## src/rtl/core/qats_pkg.sv

```systemverilog
// Shared types and constants for the three-way queue-actuated signal core.
// Holds street codes, stream field offsets and the item/result structs.
// No dependencies.
`default_nettype none

package qats_pkg;

    localparam logic [1:0] STREET_A = 2'd0;
    localparam logic [1:0] STREET_B = 2'd1;
    localparam logic [1:0] STREET_C = 2'd2;

    localparam int NUM_STREETS = 3;
    localparam int TDATA_W     = 32;
    localparam int OUT_Q_W     = 8;
    localparam int START_W     = 8;
    localparam int TIMER_W     = 4;

    localparam logic [TIMER_W-1:0] MAX_GREEN_RESET = 4'd10;

    localparam int ARRIVE_LSB  = 0;
    localparam int START_A_LSB = 3;
    localparam int START_B_LSB = START_A_LSB + START_W;
    localparam int START_C_LSB = START_B_LSB + START_W;

    localparam logic MODE_TICK  = 1'b0;
    localparam logic MODE_START = 1'b1;

    typedef struct packed {
        logic               mode;
        logic [2:0]         arrive;
        logic [START_W-1:0] start_c;
        logic [START_W-1:0] start_b;
        logic [START_W-1:0] start_a;
    } in_item_t;

    typedef struct packed {
        logic               switched;
        logic [OUT_Q_W-1:0] queue_c;
        logic [OUT_Q_W-1:0] queue_b;
        logic [OUT_Q_W-1:0] queue_a;
        logic [1:0]         green_street;
    } result_t;

    function automatic logic [1:0] street_after(input logic [1:0] s);
        logic [1:0] r;
        if (s >= STREET_C)
        begin
            r = STREET_A;
        end
        else
        begin
            r = s + 2'd1;
        end
        return r;
    endfunction

endpackage

`default_nettype wire

```

## src/rtl/core/qats_step.sv

```systemverilog
// Next-state and result logic for one item of the signal core.
// Purely combinational; depends on qats_pkg.
`default_nettype none

module qats_step
    import qats_pkg::*;
#(
    parameter int COUNT_WIDTH = 8
)
(
    input  var in_item_t               item,
    input  var logic [TIMER_W-1:0]     max_green,
    input  var logic [1:0]             phase,
    input  var logic [TIMER_W-1:0]     timer,
    input  var logic [COUNT_WIDTH-1:0] count [NUM_STREETS],
    output var logic [1:0]             phase_next,
    output var logic [TIMER_W-1:0]     timer_next,
    output var logic [COUNT_WIDTH-1:0] count_next [NUM_STREETS],
    output var result_t                res
);

    localparam int EW = (COUNT_WIDTH > START_W) ? COUNT_WIDTH : START_W;
    localparam logic [COUNT_WIDTH-1:0] CNT_MAX = '1;

    function automatic logic [COUNT_WIDTH-1:0] clamp_start(input logic [START_W-1:0] v);
        logic [EW-1:0] ext;
        ext = EW'(v);
        return (ext > EW'(CNT_MAX)) ? CNT_MAX : COUNT_WIDTH'(ext);
    endfunction

    function automatic logic [OUT_Q_W-1:0] sat_out(input logic [COUNT_WIDTH-1:0] v);
        logic [EW-1:0] ext;
        ext = EW'(v);
        return (ext > EW'({OUT_Q_W{1'b1}})) ? {OUT_Q_W{1'b1}} : OUT_Q_W'(ext);
    endfunction

    logic [COUNT_WIDTH-1:0] st_cnt [NUM_STREETS];
    logic [COUNT_WIDTH-1:0] arr    [NUM_STREETS];
    logic [COUNT_WIDTH-1:0] tk     [NUM_STREETS];
    logic [1:0]             st_pick;
    logic [1:0]             g;
    logic [1:0]             n1;
    logic [1:0]             n2;
    logic [TIMER_W:0]       t_inc;
    logic                   force_move;
    logic [1:0]             tk_phase;
    logic [TIMER_W-1:0]     tk_timer;
    logic [TIMER_W-1:0]     reload;

    assign st_cnt[0] = clamp_start(item.start_a);
    assign st_cnt[1] = clamp_start(item.start_b);
    assign st_cnt[2] = clamp_start(item.start_c);

    always_comb
    begin
        priority if (st_cnt[0] >= st_cnt[1] && st_cnt[0] >= st_cnt[2])
        begin
            st_pick = STREET_A;
        end
        else if (st_cnt[1] >= st_cnt[2])
        begin
            st_pick = STREET_B;
        end
        else
        begin
            st_pick = STREET_C;
        end
    end

    assign g  = (phase > STREET_C) ? STREET_A : phase;
    assign n1 = street_after(g);
    assign n2 = street_after(n1);

    always_comb
    begin
        for (int i = 0; i < NUM_STREETS; i++)
        begin
            arr[i] = (count[i] == CNT_MAX) ? count[i] : count[i] + COUNT_WIDTH'(item.arrive[i]);
            tk[i]  = arr[i];
            if (2'(i) == g && arr[i] != '0)
            begin
                tk[i] = arr[i] - COUNT_WIDTH'(1);
            end
        end
    end

    assign t_inc      = {1'b0, timer} + (TIMER_W+1)'(1);
    assign force_move = (t_inc > {1'b0, max_green}) || (tk[g] == '0);
    assign reload     = (max_green != '0) ? max_green - TIMER_W'(1) : '0;

    always_comb
    begin
        tk_phase = g;
        tk_timer = TIMER_W'(t_inc);
        if (force_move)
        begin
            priority if (tk[n1] != '0)
            begin
                tk_phase = n1;
                tk_timer = '0;
            end
            else if (tk[n2] != '0)
            begin
                tk_phase = n2;
                tk_timer = '0;
            end
            else
            begin
                tk_timer = reload;
            end
        end
    end

    always_comb
    begin
        unique case (item.mode)
            MODE_START:
            begin
                phase_next = st_pick;
                timer_next = '0;
                count_next = st_cnt;
            end
            default:
            begin
                phase_next = tk_phase;
                timer_next = tk_timer;
                count_next = tk;
            end
        endcase
    end

    assign res.green_street = phase_next;
    assign res.queue_a      = sat_out(count_next[0]);
    assign res.queue_b      = sat_out(count_next[1]);
    assign res.queue_c      = sat_out(count_next[2]);
    assign res.switched     = (phase_next != phase);

endmodule

`default_nettype wire

```

## src/rtl/core/queue_actuated_three_way_signal_core.sv

```systemverilog
// Top level of the three-way queue-actuated signal controller.
// Input register, state registers and result register; uses qats_pkg and qats_step.
//
// Each accepted item yields one result: it is first captured in the input
// register, then the step logic writes the queues, phase, timer and result
// register together. Sustained rate is one item per cycle while m_tready is high;
// the input register advances whenever the result register is empty or being
// taken, so s_tready follows m_tready combinationally when both stages are full.
`default_nettype none

module queue_actuated_three_way_signal_core
    import qats_pkg::*;
#(
    parameter int COUNT_WIDTH = 8
)
(
    input  var logic                 clk,
    input  var logic                 rst_n,
    input  var logic                 cfg_we,
    input  var logic [TIMER_W-1:0]   cfg_data,   // max_green
    input  var logic                 s_tvalid,
    output var logic                 s_tready,
    input  var logic [TDATA_W-1:0]   s_tdata,    // arrive_a, arrive_b, arrive_c, start_a,
                                                 // start_b, start_c, zero fill
    input  var logic                 s_tuser,    // mode
    output var logic                 m_tvalid,
    input  var logic                 m_tready,
    output var logic [TDATA_W-1:0]   m_tdata     // green_street, queue_a, queue_b, queue_c,
                                                 // switched, zero fill
);

    logic                   in_valid_reg;
    logic                   in_valid_next;
    in_item_t               in_item_reg;
    in_item_t               in_item;
    logic                   out_valid_reg;
    logic                   out_valid_next;
    result_t                out_res_reg;
    result_t                res;
    logic [TIMER_W-1:0]     max_green_reg;
    logic [1:0]             phase_reg;
    logic [1:0]             phase_next;
    logic [TIMER_W-1:0]     timer_reg;
    logic [TIMER_W-1:0]     timer_next;
    logic [COUNT_WIDTH-1:0] count_reg  [NUM_STREETS];
    logic [COUNT_WIDTH-1:0] count_next [NUM_STREETS];
    logic                   s_xfer;
    logic                   advance;

    assign advance  = in_valid_reg && (!out_valid_reg || m_tready);
    assign s_tready = !in_valid_reg || advance;
    assign s_xfer   = s_tvalid && s_tready;

    assign in_item.mode    = s_tuser;
    assign in_item.arrive  = s_tdata[ARRIVE_LSB +: 3];
    assign in_item.start_a = s_tdata[START_A_LSB +: START_W];
    assign in_item.start_b = s_tdata[START_B_LSB +: START_W];
    assign in_item.start_c = s_tdata[START_C_LSB +: START_W];

    always_comb
    begin
        in_valid_next = in_valid_reg;
        if (s_xfer)
        begin
            in_valid_next = 1'b1;
        end
        else if (advance)
        begin
            in_valid_next = 1'b0;
        end
    end

    always_comb
    begin
        out_valid_next = out_valid_reg;
        if (advance)
        begin
            out_valid_next = 1'b1;
        end
        else if (m_tready)
        begin
            out_valid_next = 1'b0;
        end
    end

    qats_step #(
        .COUNT_WIDTH (COUNT_WIDTH)
    ) u_step (
        .item       (in_item_reg),
        .max_green  (max_green_reg),
        .phase      (phase_reg),
        .timer      (timer_reg),
        .count      (count_reg),
        .phase_next (phase_next),
        .timer_next (timer_next),
        .count_next (count_next),
        .res        (res)
    );

    always_ff @(posedge clk or negedge rst_n)
    begin
        if (!rst_n)
        begin
            in_valid_reg  <= 1'b0;
            out_valid_reg <= 1'b0;
            max_green_reg <= MAX_GREEN_RESET;
            phase_reg     <= STREET_A;
            timer_reg     <= '0;
            for (int i = 0; i < NUM_STREETS; i++)
            begin
                count_reg[i] <= '0;
            end
        end
        else
        begin
            in_valid_reg  <= in_valid_next;
            out_valid_reg <= out_valid_next;
            if (cfg_we)
            begin
                max_green_reg <= cfg_data;
            end
            if (advance)
            begin
                phase_reg <= phase_next;
                timer_reg <= timer_next;
                count_reg <= count_next;
            end
        end
    end

    always_ff @(posedge clk)
    begin
        if (s_xfer)
        begin
            in_item_reg <= in_item;
        end
        if (advance)
        begin
            out_res_reg <= res;
        end
    end

    assign m_tvalid = out_valid_reg;
    assign m_tdata  = TDATA_W'(out_res_reg);

endmodule

`default_nettype wire

```

## config.mk

```make
export PLATFORM = sky130hd
export DESIGN_NAME = queue_actuated_three_way_signal_core
export DESIGN_NICKNAME = d
export VERILOG_FILES = /design/src/rtl/core/qats_pkg.sv /design/src/rtl/core/qats_step.sv /design/src/rtl/core/queue_actuated_three_way_signal_core.sv
export SDC_FILE = /design/constraint.sdc
export NUM_CORES = 1
export LEC_CHECK = 0
export ABC_AREA = 1
export BUFFER_PORTS_ARGS = -buffer_cell sky130_fd_sc_hd__buf_4
export CAP_MARGIN = 30
export CORE_MARGIN = 2
export CORE_UTILIZATION = 60
export DETAILED_ROUTE_END_ITERATION = 12
export HOLD_SLACK_MARGIN = 0.08
export PLACE_DENSITY = 0.82
export SLEW_MARGIN = 20
export SYNTH_ARGS = -nofsm -noshare
export SYNTH_HDL_FRONTEND = slang
export SYNTH_SLANG_ARGS = --single-unit
```

## constraint.sdc

```tcl
create_clock -name clk -period 4.8 [get_ports clk]
set_input_delay 0.48 -clock clk [delete_from_list [all_inputs] [get_ports clk]]
set_output_delay 0.48 -clock clk [all_outputs]
set_load 0.05 [all_outputs]
```

==> impl_metrics.ini, run 1 <==
[status]
status = completed

[sta]
rsz0062_at_grt = false
setup_violations = 0
min_period_ns = 3.55
fmax_mhz = 282
worst_slew_margin_rel = 0.502
period_share = 0.739
tns_ns = 0
skew_ns = 0.0118
finalHoldViolCount = 0
finalWorstSetupSlack_ns = 1.25
whs_ns = 0.0712
worstMarginPinSlew_ns = 0.746
maxSlewViolCount = 0

[logic_synthesis]
ys_seq_area_frac = 0.398
yosys.cell_types.count = 42
ys_warn_count = 0
syn_area_per_cell_um2 = 7.65
synth_edf_count = 55
synthCells = 839
ys_ff_latch = 91
synth_top_flop_cell = edfxtp_1
synthArstFlopShare = 0.396
syn_area_um2 = 6420

[setup_path]
start_kind = register
cp_max_fo = 5
required_ns = 4.93
crit_buf_inv = 2
ff2ff_setup_slack_ns = 1.25
path_delay_family = simple AND/OR/NAND/NOR gates
crit_cells = 23
crit_slowest_cell = dfrtp_1
timing.rr.end = m_tdata[26]$_DFFE_PP_
crit_end = m_tdata[26]$_DFFE_PP_
cp.arrival_ns = 3.68
reg2reg_from = count_reg[0]$_DFFE_PN0P_
cp_common_cell = nand2_1
critical-path-max-stage-delay_ns = 0.41
end_kind = register
crit_path_start = count_reg[0]$_DFFE_PN0P_
crit_type = register to register
worstPathCellList = ha_1 -> ha_1 -> nor2_1 -> ha_1 -> inv_1 -> nor3_1 -> nand3_1 -> nand2_1 -> nand2_1 -> nand2_1 -> nand2_1 -> nor2_2 -> o21bai_1 -> nand2_1 -> nand4_1 -> nand2_1 -> nand3_2 -> nand2_2 -> nand2_2 -> nand2_1 -> nand2_1 -> inv_1 -> nand2_1
reg2reg_depth = 23

[cts]
clk_path_buf_depth = 2
clk_latency_ns = 0.38
cts_setup_buffers = 0
cts.clk_slew.worst_paths_ns = 0.09
root_buffer = clkbuf_8
cts_hold_buf = 0
cts_buffers = 9
cts_num_sinks = 91
postCtsResizedCells = 0
cts_tree = yes
cts_max_level = 3

[drt]
viasPerCell = 5.42
wl_per_cell_um = 14.8
drt_iter0_markers = 353
detail-route-antenna-nets = 0
vias = 5641
firstDrtPassIters = 8
drc = 0
wirelength_um = 15400

[place]
io_buffers = 65
post-place-ws_ns = 1.29
post_dp_cell_area_um2 = 7000
place_inst = 1024
routabilityCongestion = 0.911
dp_hpwl_um = 11800

[finish]
drive_above_1_share = 0.171
antennaDiodeCount = 0
area.growth.synth_to_final_pct = 12.9
fin_area_um2 = 7250
final_util = 0.699
mostFrequentLayoutCells = nand2_1, inv_1, nand3_1
nets = 985
final_common_cell = nand2_1
largest_register_ffs = 28
final_cell_count_no_fill = 1041

[floorplanning]
io_pins = 76
start_util = 0.619
die_h_um = 107
die_w_um = 107
die_area_um2 = 11500
core-area_um2 = 10400
rows = 37

[grt]
grt_use_total = 0.281
grt_max_degree = 41
grt_overflow = 0
antenna_found_initial = 0
first_global_vias = 5344
grt_first_pass_wirelength_um = 25500

[power_and_ir_drop]
power.leakage_nw = 3.59
powerDensity_nw_per_um2 = 638
power.total_mw = 4.62
peakVddDrop_mv = 0.492

[worst_hold_path]
hold_class = primary input to async pin

[job]
drv_cap = 0
-- Yosys cell counts (5+ instances only) --
library cell	number	area, um^2
a21oi_1	17	85.1
buf_4	7	52.6
clkbuf_1	10	37.5
dfrtp_1	34	851
edfxtp_1	55	1650
ha_1	43	538
inv_1	100	375
inv_2	5	18.8
nand2_1	257	965
nand2_2	23	144
nand2_4	8	90.1
nand3_1	76	380
nand3_2	8	80.1
nand4_1	17	106
nor2_1	52	195
nor2_2	17	106
o21a_1	5	37.5
o21ai_0	56	280
xnor2_1	5	43.8
xor2_1	6	52.6
-- worst min path at each step --
stage	cells past startpoint	end	from	slack, ns
3_3_place_gp	1	count_reg[1]$_DFFE_PN0P_	rst_n	0.48
6_report	1	count_reg[1]$_DFFE_PN0P_	rst_n	0.07
2_1_floorplan	0	count_reg[0]$_DFFE_PN0P_	rst_n	0.18
4_1_cts	1	count_reg[5]$_DFFE_PN0P_	rst_n	0.08
3_5_place_dp	1	count_reg[1]$_DFFE_PN0P_	rst_n	0.49
5_1_grt	1	count_reg[5]$_DFFE_PN0P_	rst_n	0.10
-- cell type report --
| type | instances | area (um^2) |
|---|---|---|
| Sequential cell | 91 | 2550 |
| Clock buffer | 11 | 174 |
| Inverter | 106 | 398 |
| Fill cell | 873 | 3120 |
| Multi-Input combinational cell | 623 | 3340 |
| Timing Repair Buffer | 69 | 542 |
| Clock inverter | 5 | 62.6 |
| Tap cell | 136 | 170 |
-- kinds of logic after synthesis --
family,count (synthesis),share of synthesized area
fa+ha+maj,43,0.0839
buf+inv,129,0.0829
other cells,1,0.000584
simple gates,464,0.331
xor+xnor,11,0.0150
compound gates,100,0.0883
flops,91,0.398
-- worst reg2reg max path, cell delays in order (launching register included) --
cell	delay, ns
dfrtp_1	0.41
ha_1	0.24
ha_1	0.30
nor2_1	0.18
ha_1	0.27
inv_1	0.06
nor3_1	0.31
nand3_1	0.11
nand2_1	0.08
nand2_1	0.05
nand2_1	0.06
nand2_1	0.07
nor2_2	0.22
o21bai_1	0.09
nand2_1	0.10
nand4_1	0.19
nand2_1	0.14
nand3_2	0.09
nand2_2	0.08
nand2_2	0.06
nand2_1	0.06
nand2_1	0.05
inv_1	0.05
nand2_1	0.04
-- power breakdown --
part	total, mW	switching, mW	leakage (nW)	internal (mW)
registers	1.25	0.181	0.979	1.07
clock network	0.596	0.288	0.113	0.307
logic	2.78	1.90	2.50	0.876
total	4.62	2.37	3.59	2.25
-- routing by layer --
layer	vias up	track usage	routed length, um
li1	2853	-	-
met1	2609	0.381	7080
met2	159	0.468	7350
met3	20	0.0357	655
met4	0	0.0952	276
met5	-	0	0
Power figures use the tool's default switching activity.
==> inputs of run 2 (changes only) <==
==> constraint.sdc (replaced) <==
create_clock -name clk -period 3.35 [get_ports clk]
set_input_delay 0.335 -clock clk [delete_from_list [all_inputs] [get_ports clk]]
set_output_delay 0.335 -clock clk [all_outputs]
set_load 0.05 [all_outputs]
==> run 2 against run 1 <==
Net effect: sequential share of layout area shrank 2.2 points; global-route usage is 0.84 points higher; worst hold slack better by 0.050 ns; core utilization up 4.9 points; power rose by 58%; via count rose by 4.4%; worst setup slack got worse by 1.1 ns; largest power group unchanged; first-iteration DRC count up 1.7%; register-to-register slack worse by 1.1 ns; clock power increased by 24%; critical path depth increased by 1; wire length grew 7.3%.
==> impl_metrics.ini, run 2 (synthesis results as in run 1) <==
[floorplanning]
die_h_um = 107
die_area_um2 = 11500
io_pins = 76
die_w_um = 107
rows = 37
core-area_um2 = 10400
start_util = 0.619

[setup_path]
required_ns = 3.62
ff2ff_setup_slack_ns = 0.20
worstPathCellList = ha_2 -> ha_4 -> xnor2_2 -> nand2_2 -> nor2_2 -> inv_1 -> nor2_2 -> nand2_4 -> nand2_4 -> nand2_1 -> nand2_2 -> nand2_4 -> nand2_1 -> nand2_1 -> nand2_1 -> nand2_2 -> nor2_2 -> nand2_2 -> nand2_4 -> buf_4 -> buf_4 -> nor2_1 -> a41oi_1 -> o21ai_0
start_kind = register
path_delay_family = simple AND/OR/NAND/NOR gates
reg2reg_from = in_item_reg[26]$_DFFE_PP_
critical-path-max-stage-delay_ns = 0.38
reg2reg_depth = 24
crit_slowest_cell = edfxtp_1
cp.arrival_ns = 3.42
timing.rr.end = timer_reg[0]$_DFFE_PN0P_
cp_max_fo = 8
crit_buf_inv = 3
end_kind = register
crit_type = register to register

[sta]
min_period_ns = 3.15
finalHoldViolCount = 0
skew_ns = 0.0147
whs_ns = 0.121
maxSlewViolCount = 0
period_share = 0.941
fmax_mhz = 317
worstMarginPinSlew_ns = 0.566
setup_violations = 0
finalWorstSetupSlack_ns = 0.197
worst_slew_margin_rel = 0.622

[place]
post-place-ws_ns = 0.0222
dp_hpwl_um = 12000
io_buffers = 65
routabilityCongestion = 0.936

[cts]
root_buffer = clkbuf_8
cts_max_level = 3
cts_tree = yes
clk_path_buf_depth = 2
cts.clk_slew.worst_paths_ns = 0.10
cts_num_sinks = 91
clk_latency_ns = 0.39
cts_buffers = 9

[finish]
largest_register_ffs = 28
nets = 1015
fillers = 772
mostFrequentLayoutCells = nand2_1, inv_1, buf_4
area.growth.synth_to_final_pct = 20.8
antennaDiodeCount = 0
drive_above_1_share = 0.262
final_common_cell = nand2_1

[drt]
detail-route-antenna-nets = 0
vias = 5890
wl_per_cell_um = 15.4
firstDrtPassIters = 6
viasPerCell = 5.50
wirelength_um = 16500
drt_iter0_markers = 359
drc = 0

[worst_hold_path]
whs_path_depth = 1
hold_class = primary input to register
min_from = s_tdata[26]
min_to = in_item_reg[23]$_DFFE_PP_

[status]
status = completed

[job]
drv_cap = 0

[grt]
grt_overflow = 0
grt_first_pass_wirelength_um = 26200
first_global_vias = 5578
grt_use_total = 0.290
antenna_found_initial = 0
grt_max_degree = 39

[power_and_ir_drop]
power.leakage_nw = 3.78
peakVddDrop_mv = 0.677
powerDensity_nw_per_um2 = 941
-- run 2: cell count changes in the layout (fill, tap and decap cells not counted), moves of 8 or more --
cell / delta
nand2_2: +15
ha_1: -8
buf_4: +29
nand2_1: -19
nor2_1: -13
nor2_4: +10
-- run 2: power breakdown --
group          internal, mW  switching [mW]
logic                  1.70            3.07
registers              1.53           0.253
clock network         0.335           0.404
-- run 2: final cells by class --
| type | instances | area [um^2] | share of cell area |
|---|---|---|---|
| sequential | 91 | 2560 | 0.330 |
| tap | 136 | 170 | 0.0220 |
| multi-input combinational | 623 | 3650 | 0.471 |
| timing repair buffer | 99 | 773 | 0.0998 |
| inverter | 106 | 398 | 0.0513 |
| clock inverter | 5 | 35.0 | 0.00452 |
| clock buffer | 11 | 163 | 0.0210 |
-- run 2: how the worst max path moves through the flow --
stage | startpoint | endpoint | slack [ns] | cells past startpoint
detailed placement | in_item_reg[26]$_DFFE_PP_ | m_tdata[26]$_DFFE_PP_ | 0.02 | 26
finish | in_item_reg[26]$_DFFE_PP_ | timer_reg[0]$_DFFE_PN0P_ | 0.20 | 24
global route | count_reg[5]$_DFFE_PN0P_ | m_tdata[26]$_DFFE_PP_ | -0.05 | 27
CTS | in_item_reg[26]$_DFFE_PP_ | m_tdata[26]$_DFFE_PP_ | 0.001 | 26
global placement | in_item_reg[26]$_DFFE_PP_ | m_tdata[26]$_DFFE_PP_ | 0.12 | 25
floorplan | count_reg[0]$_DFFE_PN0P_ | m_tdata[26]$_DFFE_PP_ | 0.36 | 23
-- run 2: what timing repair did --
action | CTS | global route
hold endpoints to repair | 34 | 0
setup buffers | 0 | 12
setup endpoints to repair | 0 | 9
hold buffers | 1 | 0
gates resized for setup | 0 | 82
-- run 2: metal layers --
| layer | up-vias | GRT usage | routed length (um) |
|---|---|---|---|
| li1 | 2910 | - | - |
| met1 | 2761 | 0.380 | 7230 |
| met2 | 189 | 0.488 | 8090 |
| met3 | 30 | 0.0387 | 835 |
| met4 | 0 | 0.114 | 318 |
| met5 | - | 0 | 0 |
-- run 2: through the flow --
stage	util	area (um^2)	cells	power [mW]	setup TNS, ns
final	0.747	7750	1071	7.30	0
after global routing	0.747	7750	1071	7.87	-0.0783
after CTS	0.707	7330	1058	6.66	0
after detailed placement	0.687	7130	1041	5.89	0
after global placement	0.686	7110	1040	5.78	0
after floorplan	-	6430	843	4.82	0
